File: src/sv/rational_arithmetic_unit_defines.svh
// ----------------------------------------------------------------------------
// rational arithmetic unit assertion macros
// property checks for simulation, empty when synthesized
// ----------------------------------------------------------------------------
`ifndef RATIONAL_ARITHMETIC_UNIT_DEFINES_SVH
`define RATIONAL_ARITHMETIC_UNIT_DEFINES_SVH

`ifndef SYNTHESIS
`define RAU_ASSERT_IMP(label, clk, rst_n, ante, cons, msg) \
    label: assert property (@(posedge clk) disable iff (!rst_n) (ante) |-> (cons)) \
        else $error(msg);
`define RAU_ASSERT_NXT(label, clk, rst_n, ante, cons, msg) \
    label: assert property (@(posedge clk) disable iff (!rst_n) (ante) |=> (cons)) \
        else $error(msg);
`else
`define RAU_ASSERT_IMP(label, clk, rst_n, ante, cons, msg)
`define RAU_ASSERT_NXT(label, clk, rst_n, ante, cons, msg)
`endif

`endif

File: src/sv/rau_pkg.sv
// ----------------------------------------------------------------------------
// rau_pkg
// operation codes and fixed result widths of the rational arithmetic unit
// ----------------------------------------------------------------------------
`default_nettype none

package rau_pkg;

    typedef logic [1:0] t_kind;

    localparam t_kind KIND_ADD = 2'd0;
    localparam t_kind KIND_SUB = 2'd1;
    localparam t_kind KIND_MUL = 2'd2;
    localparam t_kind KIND_DIV = 2'd3;

    localparam int NUM_W = 33;
    localparam int DEN_W = 31;

endpackage

`default_nettype wire

File: src/sv/rational_arithmetic_unit.sv
// ----------------------------------------------------------------------------
// rational_arithmetic_unit
// adds, subtracts, multiplies or divides two signed fractions and reduces the
// result to lowest terms, sign on the numerator
//
// input channel: i_valid / o_stall carry kind and the four operand fields;
// an item is taken when i_valid is high and o_stall is low. o_stall is high
// from the cycle after an item is taken until its result is loaded into the
// output register.
// output channel: o_valid / i_stall carry res_num, res_den and error.
// one shared multiplier forms the products, one shared subtractor then runs a
// binary gcd (one shift, subtract or swap per cycle) and two restoring
// divisions of P quotient bits each, P = 2*OPERAND_WIDTH. error items go
// straight to the output; zero results skip the gcd and the divisions.
// a finished result waits in the output register while i_stall is high; the
// unit accepts the next item once that result is loaded there, and only
// loads a newer result when the register is free or being taken.
// reset (synchronous, active low) clears the sequencer and o_valid.
// ----------------------------------------------------------------------------
`default_nettype none

`include "rational_arithmetic_unit_defines.svh"

module rational_arithmetic_unit
    import rau_pkg::*;
#(
    parameter int OPERAND_WIDTH = 16
) (
    input  logic                           i_clk,
    input  logic                           i_rst_n,
    input  logic                           i_valid,
    output logic                           o_stall,
    input  logic [1:0]                     i_kind,
    input  logic signed [OPERAND_WIDTH-1:0] i_a_num,
    input  logic signed [OPERAND_WIDTH-1:0] i_a_den,
    input  logic signed [OPERAND_WIDTH-1:0] i_b_num,
    input  logic signed [OPERAND_WIDTH-1:0] i_b_den,
    output logic                           o_valid,
    input  logic                           i_stall,
    output logic signed [NUM_W-1:0]        o_res_num,
    output logic [DEN_W-1:0]               o_res_den,
    output logic                           o_error
);

    localparam int W  = OPERAND_WIDTH;
    localparam int PW = 2 * W;
    localparam int CW = $clog2(PW);
    localparam int XW = (PW > NUM_W) ? PW : NUM_W;

    localparam logic [3:0] S_IDLE = 4'd0;
    localparam logic [3:0] S_MUL0 = 4'd1;
    localparam logic [3:0] S_MUL1 = 4'd2;
    localparam logic [3:0] S_MUL2 = 4'd3;
    localparam logic [3:0] S_COMB = 4'd4;
    localparam logic [3:0] S_GCD  = 4'd5;
    localparam logic [3:0] S_DIVN = 4'd6;
    localparam logic [3:0] S_DIVD = 4'd7;
    localparam logic [3:0] S_DONE = 4'd8;

    function automatic logic [W-1:0] f_mag(input logic [W-1:0] v);
        f_mag = v[W-1] ? (~v + 1'b1) : v;
    endfunction

    logic [3:0]    r_state, n_state;
    logic          r_out_valid;
    t_kind         r_kind, n_kind;
    logic [W-1:0]  r_an, n_an, r_ad, n_ad, r_bn, n_bn, r_bd, n_bd;
    logic          r_san, n_san, r_sad, n_sad, r_sbn, n_sbn, r_sbd, n_sbd;
    logic [PW-1:0] r_p0, n_p0, r_p1, n_p1;
    logic          r_s0, n_s0, r_s1, n_s1, r_sden, n_sden;
    logic [PW-1:0] r_x, n_x, r_y, n_y, r_ns, n_ns, r_ds, n_ds;
    logic          r_neg, n_neg, r_err, n_err;
    logic [CW-1:0] r_cnt, n_cnt;

    logic [W-1:0]  mul_a, mul_b;
    logic [PW-1:0] prod;
    logic [PW:0]   sub_a, sub_b;
    logic [PW+1:0] sub_d;
    logic          borrow;
    logic [PW-1:0] q_cur;
    logic          in_err;
    logic          c_same, c_ge, c_sign;
    logic [PW-1:0] c_mag;
    logic          out_free;
    logic [XW-1:0] ext_n, ext_d, sgn_n;

    // shared multiplier
    always_comb begin
        mul_a = r_an;
        mul_b = r_bd;
        unique case (r_state)
            S_MUL0: begin
                mul_a = r_an;
                mul_b = (r_kind == KIND_MUL) ? r_bn : r_bd;
            end
            S_MUL1: begin
                mul_a = r_bn;
                mul_b = r_ad;
            end
            S_MUL2: begin
                mul_a = r_ad;
                mul_b = (r_kind == KIND_DIV) ? r_bn : r_bd;
            end
            default: begin
                mul_a = r_an;
                mul_b = r_bd;
            end
        endcase
    end

    assign prod = PW'(mul_a) * PW'(mul_b);

    // shared subtractor: gcd compare or division trial
    assign q_cur = (r_state == S_DIVD) ? r_ds : r_ns;

    always_comb begin
        if (r_state == S_DIVN || r_state == S_DIVD) begin
            sub_a = {r_x, q_cur[PW-1]};
        end else begin
            sub_a = {1'b0, r_x};
        end
        sub_b = {1'b0, r_y};
    end

    assign sub_d  = {1'b0, sub_a} - {1'b0, sub_b};
    assign borrow = sub_d[PW+1];

    assign in_err = (i_a_den == '0) || (i_b_den == '0) ||
                    ((i_kind == KIND_DIV) && (i_b_num == '0));

    // signed magnitude sum of the two cross products
    assign c_same = (r_s0 == r_s1);
    assign c_ge   = (r_p0 >= r_p1);
    assign c_mag  = c_same ? (r_p0 + r_p1) : (c_ge ? (r_p0 - r_p1) : (r_p1 - r_p0));
    assign c_sign = (c_same || c_ge) ? r_s0 : r_s1;

    assign out_free = !r_out_valid || !i_stall;

    always_comb begin
        n_state = r_state;
        n_kind  = r_kind;
        n_an    = r_an;
        n_ad    = r_ad;
        n_bn    = r_bn;
        n_bd    = r_bd;
        n_san   = r_san;
        n_sad   = r_sad;
        n_sbn   = r_sbn;
        n_sbd   = r_sbd;
        n_p0    = r_p0;
        n_p1    = r_p1;
        n_s0    = r_s0;
        n_s1    = r_s1;
        n_sden  = r_sden;
        n_x     = r_x;
        n_y     = r_y;
        n_ns    = r_ns;
        n_ds    = r_ds;
        n_neg   = r_neg;
        n_err   = r_err;
        n_cnt   = r_cnt;
        unique case (r_state)
            S_IDLE: begin
                if (i_valid) begin
                    n_kind = i_kind;
                    n_an   = f_mag(i_a_num);
                    n_ad   = f_mag(i_a_den);
                    n_bn   = f_mag(i_b_num);
                    n_bd   = f_mag(i_b_den);
                    n_san  = i_a_num[W-1];
                    n_sad  = i_a_den[W-1];
                    n_sbn  = i_b_num[W-1];
                    n_sbd  = i_b_den[W-1];
                    if (in_err) begin
                        n_ns    = '0;
                        n_ds    = PW'(1);
                        n_neg   = 1'b0;
                        n_err   = 1'b1;
                        n_state = S_DONE;
                    end else begin
                        n_err   = 1'b0;
                        n_state = S_MUL0;
                    end
                end
            end
            S_MUL0: begin
                n_p0    = prod;
                n_s0    = r_san ^ ((r_kind == KIND_MUL) ? r_sbn : r_sbd);
                n_state = (r_kind == KIND_ADD || r_kind == KIND_SUB) ? S_MUL1 : S_MUL2;
            end
            S_MUL1: begin
                n_p1    = prod;
                n_s1    = r_sbn ^ r_sad ^ (r_kind == KIND_SUB);
                n_state = S_MUL2;
            end
            S_MUL2: begin
                n_ds    = prod;
                n_sden  = r_sad ^ ((r_kind == KIND_DIV) ? r_sbn : r_sbd);
                n_state = S_COMB;
            end
            S_COMB: begin
                if (r_kind == KIND_ADD || r_kind == KIND_SUB) begin
                    n_x   = c_mag;
                    n_neg = c_sign ^ r_sden;
                end else begin
                    n_x   = r_p0;
                    n_neg = r_s0 ^ r_sden;
                end
                n_ns = n_x;
                n_y  = r_ds;
                if (n_x == '0) begin
                    n_ns    = '0;
                    n_ds    = PW'(1);
                    n_neg   = 1'b0;
                    n_state = S_DONE;
                end else begin
                    n_state = S_GCD;
                end
            end
            S_GCD: begin
                priority if (r_x == '0) begin
                    n_cnt   = CW'(PW - 1);
                    n_state = S_DIVN;
                end else if (!r_x[0] && !r_y[0]) begin
                    n_x  = r_x >> 1;
                    n_y  = r_y >> 1;
                    n_ns = r_ns >> 1;
                    n_ds = r_ds >> 1;
                end else if (!r_x[0]) begin
                    n_x = r_x >> 1;
                end else if (!r_y[0]) begin
                    n_y = r_y >> 1;
                end else if (borrow) begin
                    n_x = r_y;
                    n_y = r_x;
                end else begin
                    n_x = sub_d[PW-1:0];
                end
            end
            S_DIVN, S_DIVD: begin
                n_x = borrow ? sub_a[PW-1:0] : sub_d[PW-1:0];
                if (r_state == S_DIVN) begin
                    n_ns = {r_ns[PW-2:0], ~borrow};
                end else begin
                    n_ds = {r_ds[PW-2:0], ~borrow};
                end
                n_cnt = r_cnt - 1'b1;
                if (r_cnt == '0) begin
                    n_x     = '0;
                    n_cnt   = CW'(PW - 1);
                    n_state = (r_state == S_DIVN) ? S_DIVD : S_DONE;
                end
            end
            S_DONE: begin
                if (out_free) begin
                    n_state = S_IDLE;
                end
            end
            default: begin
                n_state = S_IDLE;
            end
        endcase
    end

    always_ff @(posedge i_clk) begin
        if (!i_rst_n) begin
            r_state     <= S_IDLE;
            r_out_valid <= 1'b0;
        end else begin
            r_state <= n_state;
            if (r_state == S_DONE && out_free) begin
                r_out_valid <= 1'b1;
            end else if (!i_stall) begin
                r_out_valid <= 1'b0;
            end
        end
    end

    always_ff @(posedge i_clk) begin
        r_kind <= n_kind;
        r_an   <= n_an;
        r_ad   <= n_ad;
        r_bn   <= n_bn;
        r_bd   <= n_bd;
        r_san  <= n_san;
        r_sad  <= n_sad;
        r_sbn  <= n_sbn;
        r_sbd  <= n_sbd;
        r_p0   <= n_p0;
        r_p1   <= n_p1;
        r_s0   <= n_s0;
        r_s1   <= n_s1;
        r_sden <= n_sden;
        r_x    <= n_x;
        r_y    <= n_y;
        r_ns   <= n_ns;
        r_ds   <= n_ds;
        r_neg  <= n_neg;
        r_err  <= n_err;
        r_cnt  <= n_cnt;
    end

    // result formatting
    assign ext_n = XW'(r_ns);
    assign ext_d = XW'(r_ds);
    assign sgn_n = r_neg ? (~ext_n + 1'b1) : ext_n;

    always_ff @(posedge i_clk) begin
        if (r_state == S_DONE && out_free) begin
            o_res_num <= sgn_n[NUM_W-1:0];
            o_res_den <= ext_d[DEN_W-1:0];
            o_error   <= r_err;
        end
    end

    assign o_valid = r_out_valid;
    assign o_stall = (r_state != S_IDLE);

    `RAU_ASSERT_IMP(a_err_result, i_clk, i_rst_n, o_valid && o_error, (o_res_num == '0) && (o_res_den == DEN_W'(1)), "error item must read 0/1")
    `RAU_ASSERT_NXT(a_accept_busy, i_clk, i_rst_n, i_valid && !o_stall, r_state != S_IDLE, "accepted item must start work")
    `RAU_ASSERT_IMP(a_div_rem, i_clk, i_rst_n, (r_state == S_DIVN) || (r_state == S_DIVD), r_x < r_y, "remainder must stay below gcd")
    `RAU_ASSERT_IMP(a_gcd_nonzero, i_clk, i_rst_n, r_state == S_GCD, r_y != '0, "gcd operand lost")
    `RAU_ASSERT_NXT(a_out_hold, i_clk, i_rst_n, (r_state == S_DONE) && !out_free, r_state == S_DONE, "result dropped while output busy")

endmodule

`default_nettype wire

File: config.mk
export PLATFORM = sky130hd
export DESIGN_NAME = rational_arithmetic_unit
export DESIGN_NICKNAME = d
export VERILOG_FILES = /design/src/sv/rau_pkg.sv /design/src/sv/rational_arithmetic_unit.sv
export VERILOG_INCLUDE_DIRS = /design/src /design/src/sv
export SDC_FILE = /design/constraint.sdc
export NUM_CORES = 2
export LEC_CHECK = 0
export ABC_AREA = 1
export BUFFER_PORTS_ARGS = -buffer_cell sky130_fd_sc_hd__buf_4
export CAP_MARGIN = 20
export CORE_ASPECT_RATIO = 0.6
export CORE_MARGIN = 10
export CORE_UTILIZATION = 25
export DETAILED_ROUTE_END_ITERATION = 16
export GPL_ROUTABILITY_DRIVEN = 0
export SLEW_MARGIN = 10
export SYNTH_ARGS = -nofsm -noshare
export SYNTH_HDL_FRONTEND = slang
export SYNTH_SLANG_ARGS = --single-unit
File: constraint.sdc
create_clock -name i_clk -period 10.7 [get_ports i_clk]
set_clock_uncertainty 0.1 [all_clocks]
set_input_delay 1.07 -clock i_clk [delete_from_list [all_inputs] [get_ports i_clk]]
set_output_delay 1.07 -clock i_clk [all_outputs]
set_load 0.02 [all_outputs]
Word level (Yosys, flattened, before mapping)
Index checks and enable logic that the tools add are counted.

word-level totals
  word-level logic and storage cells = 189
  input bits = 70
  output and inout port bits = 67
  flip-flop bits (word level) = 342

operators by class
  multiplexer cells = 66
  bitwise operators = 12
  equality and inequality tests = 27
  $add $sub $neg = 10
  multiply operators = 1
  magnitude comparators = 1
  reductions and logical operators = 39

operators by type and width
  kind                     number
  $mux W32                 30
  $pmux W32 S5             1
  $pmux W32 S4             1
  $pmux W32 S3             1
  $add A16 B1 Y16 const B  4
  $logic_not A32 Y1        2
  $not A16 Y16             4
  $pmux W32 S2             1
  $sub A32 B32 Y32         2
  $mux W15                 4
  $logic_not A16 Y1        3
  $pmux W16 S3             1
  $sub A33 B32 Y34         1
  $add A33 B1 Y33 const B  1
  $mux W33                 1
  $not A32 Y33             1
  $add A32 B32 Y32         1
  $ge A32 B32 Y1           1
  $mul A16 B16 Y32         1
  $mux W16                 2
  $pmux W16 S2             1
  $pmux W4 S8              1
  $mux W4                  7
  $ne A2 B2 Y1 const B     10
  33 further kinds         74

Depth between registers and ports, before layout
  depth after elaboration = 10
  mapped depth = 41
  gate-level depth less buffers = 40

Least setup slack after synthesis
No wires, ideal clock.

  kind = input -> register
  from = in i_b_den[1]
  to = reg r_ns[0] (enable)
  setup slack = 2.451 ns
  arrival time = 7.555 ns
  setup time = 0.594 ns
  cell stages on the path = 13
  buffers on the path = 0
  data required time = 10.006 ns
  cell sequence = inv_1 -> ha_1 -> inv_1 -> nor3_1 -> nor3b_1 -> inv_1 -> nor3_1 -> nand2_1 -> nor3_1 -> nand3_1 -> nand4_1 -> nand3_1 -> a2111oi_0

on the way
  longest elaborated chain between the ends = 5

RTL lines
  item                              line                             source
  start: declaration                rational_arithmetic_unit.sv:37   input logic signed [OPERAND_WIDTH-1:0] i_b_den,
  $logic_not A16 Y1                 rational_arithmetic_unit.sv:128  assign in_err = (i_a_den == '0) || (i_b_den == '0) ||
  $logic_or A1 B1 Y1 (2 in series)  rational_arithmetic_unit.sv:128
  $ne A2 B2 Y1 (no line)            --
  $reduce_and A6 Y1 (no line)       --
  end signal: assignment            rational_arithmetic_unit.sv:296  r_ns <= n_ns;
  end: declaration                  rational_arithmetic_unit.sv:71   logic [PW-1:0] r_x, n_x, r_y, n_y, r_ns, n_ns, r_ds, n_ds;

No other way between the ends.
A chain may end at the register's enable or synchronous reset.

Final worst setup path
  from = reg r_state[3]
  to = reg r_ds[28] (data pin)

on the way
  longest elaborated chain between the ends = 4
  elaborated cells on any way between the ends = 13
  classes of those cells = mul: 1; eq/ne: 7; mux: 3; reduce/logical: 2

RTL lines
  item                                                 line                             source
  start: declaration                                   rational_arithmetic_unit.sv:64   logic [3:0] r_state, n_state;
  start signal: assignment                             rational_arithmetic_unit.sv:270  r_state <= n_state;
  $eq A4 B2 Y1 / $eq A4 B1 Y1 (equally long branches)  rational_arithmetic_unit.sv:91   unique case (r_state)
  $pmux W16 S3 / $pmux W16 S2 (equally long branches)  rational_arithmetic_unit.sv:91
  $mul A16 B16 Y32 *                                   rational_arithmetic_unit.sv:111  assign prod = PW'(mul_a) * PW'(mul_b);
  net prod[28]                                         rational_arithmetic_unit.sv:76   logic [PW-1:0] prod;
  $pmux W32 S5 *                                       rational_arithmetic_unit.sv:162  unique case (r_state)
  net n_ds[28]                                         rational_arithmetic_unit.sv:71
  end signal: assignment                               rational_arithmetic_unit.sv:297  r_ds <= n_ds;
  end: declaration                                     rational_arithmetic_unit.sv:71

Mark *: on every way through the listed nets, which the timed path passes. The rest lies on a longest branch.

==> impl_results.md <==
- Status: completed
- Yosys cell types: 54
- Slew @ Worst Pin: around 1100 ps
- Syn Area/Cell: 7.41 um^2
- WHS Path Cells: 0
- Rows: approximately 110
- Largest stage delay, worst path: 570 ps
- Max-slew violations: 0
- CTS hold repair buffers: 0
- Critical path's top delay family: adder cells
- CP required: 10890 ps
- Share of synthesized flip-flops with an asynchronous set or reset: 0%
- Cells on worst reg2reg path: 31
- Synth area leaders: edfxtp_1 29%, nand2_1 14%, fa_1 11%
- CTS Root Cell: clkbuf_16
- DRC errors left: 0
- Die outline area: about 160000 um^2
- Number of max-cap violations: 0
- Final period util: 84.0%
- Startpoint Class: flip-flop
- Fmax: between 100 and 150 MHz
- RSZ-0062 raised after global routing: false
- CP Capture Type: flip-flop
- Synthesized area: ~35000 um^2
- Synth Instances: ~4800
- Crit Path Category: reg2reg
- Total gr overflow: 0
- Yosys warnings: 0
- Layout cells sized above 1: under 10%
- Clk_lat worst skew: 580 ps
- EDFF count, synth: ~340
- Clock-pin slew on the worst setup and hold paths: 70 ps
- Synth area leader: edfxtp_1
- Largest net degree at the start of global routing: between 80 and 90
- CTS tree: built
- Crit path max fanout: 17
- Core area: between 100000 and 150000 um^2
- Layout Nets: approximately 5300
- Initial Util: 25.2%
- CTS resizes: 0
- Initial antenna violation count: 8
- Synth cell count leaders: 1359 x nand2_1, 918 x inv_1, 376 x nor2_1
- Vias/cell: 4.99
- Clock buffer depth: 3
- WL final: between 100 and 150 mm
- Syn Nets: between 5000 and 6000
- DR WL/cell: 20.1 um
- Post-DP HPWL: 111 mm
- Clk sinks: between 300 and 400
- Arr. time, crit path: about 9200 ps
- CP max stage cell: fa_1
- Cell mode on critical path: inv_1
- TritonCTS buffer count: 37
- Hold Path Class: reg2reg
- Drt pass-1 iters: 9
- Vias in the first global route: a little over 30000
- Global-route wire length before repair: 200 mm
- 1st-iter DRT viols: 5136
- H-tree depth: 2
- Synth top area share: between 20% and 30%
- Buffers and inverters on the worst path: 8
- Ys flop type: edfxtp_1
- Final hold violation count: 0
- DIE WIDTH: 505 um
- Detailed-route via count: 33700
- Most frequent cell after synthesis: nand2_1
- P&R area growth vs syn: 12.8%
- Port bufs: ~140
- DIE HEIGHT: 311 um
- Fin crit period: 8990 ps
- Tot GR Track Use: around 16%
- Relative slew slack: 23.9%
- Setup Total Neg Slack: 0 ps
- Postcts setup bufs: 0
- Setup violations, final: 0
- Critical path depth: 31
- #FFs+latches synth: about 340
- IO Pins: 137
- Post-synthesis sequential area ratio: between 20% and 30%
- Antenna viol nets, final: 0
==> cell type report <==
| type | count | area [um^2] |
|---|---|---|
| Clock buffer | 41 | 962 |
| Antenna cell | 1 | 2.50 |
| Sequential cell | 342 | 10200 |
| Tap cell | 1890 | 2360 |
| Inverter | 938 | 3520 |
| Timing Repair Buffer | 193 | 1470 |
| Multi-Input combinational cell | 3330 | 21000 |
| Clock inverter | 24 | 274 |
| Fill cell | 15100 | 99900 |
==> routing by layer <==
metal / track usage (%) / wire, um
met5: 0.987 / 251
met4: 2.67 / 2340
met3: 8.29 / 24600
met2: 19.9 / 47000
met1: 25.2 / 61800
==> worst register-to-register path: cells and delay by family (launching register included) <==
family | cells | cell delay, ps
AOI/OAI and AO/OA | 9 | 2100
xor gates and xnor gates | 1 | 180
buffers and inverters | 8 | 1340
and+or+nand+nor | 6 | 1310
DFF | 1 | 330
adders and majority gates | 7 | 3360
==> final timing paths <==
check / start / to / slack, ps
max: r_state[3] / r_ds[28] / 1710
min: r_err / o_error / 320
max reg2reg: r_state[3] / r_ds[28] / 1710
min reg2reg: r_err / o_error / 320
==> through the flow <==
| step | utilization [%] | instance area [um^2] | hold WS, ps | setup slack, ps | instances |
|---|---|---|---|---|---|
| floorplan | - | 35300 | 300 | 2450 | 4758 |
| global placement | 27.6 | 38500 | 307 | 2020 | 6692 |
| finish | 28.5 | 39800 | 322 | 1710 | 6759 |
| detailed placement | 27.6 | 38500 | 316 | 1920 | 6692 |
| CTS | 28.5 | 39700 | 325 | 1880 | 6757 |
| global route | 28.5 | 39800 | 331 | 1010 | 6758 |
==> kinds of logic (layout without fill, tap and decap cells) <==
family,after synthesis,count (layout),share of synthesized area (%)
buf+inv,1086,1196,11.9
mux,1,1,0.0284
flops,342,342,29.0
simple gates,2112,2112,24.4
xor+xnor,172,172,4.29
other cells,0,1,0
compound gates,611,611,10.8
fa+ha+maj,434,434,19.6
==> placed cells by master (no fill, tap or decap), drive strengths merged, types with 10 or more instances in the layout <==
cell type  synthesis  final
o221ai            64     64
nand2           1371   1371
a221oi            24     24
or2               13     13
a31oi             16     16
nor3              46     46
nor4              19     19
nand3            217    217
o22ai             18     18
clkbuf            99     41
buf               49    193
ha               236    236
nor2             387    387
edfxtp           337    337
inv              920    924
o2111ai           12     12
xnor2             58     58
o21ai            166    166
o211ai            77     77
clkinv            18     30
a21oi            194    194
a21boi            10     10
fa               198    198
xor2             114    114
nand4             38     38
==> flip-flops by register name, indices dropped and copies added (netlist names), 2 cells and up <==
name and cells:
o_res_den 31, o_res_num 33, r_ad 16, r_an 16, r_bd 16, r_bn 16
r_cnt 5, r_ds 32, r_kind 2, r_ns 32, r_p0 32, r_p1 32
r_state 4, r_x 32, r_y 32
Power is left out: the tool's default activity adds up to more than one toggle a clock period on the data nets, which glitch-free logic cannot reach.
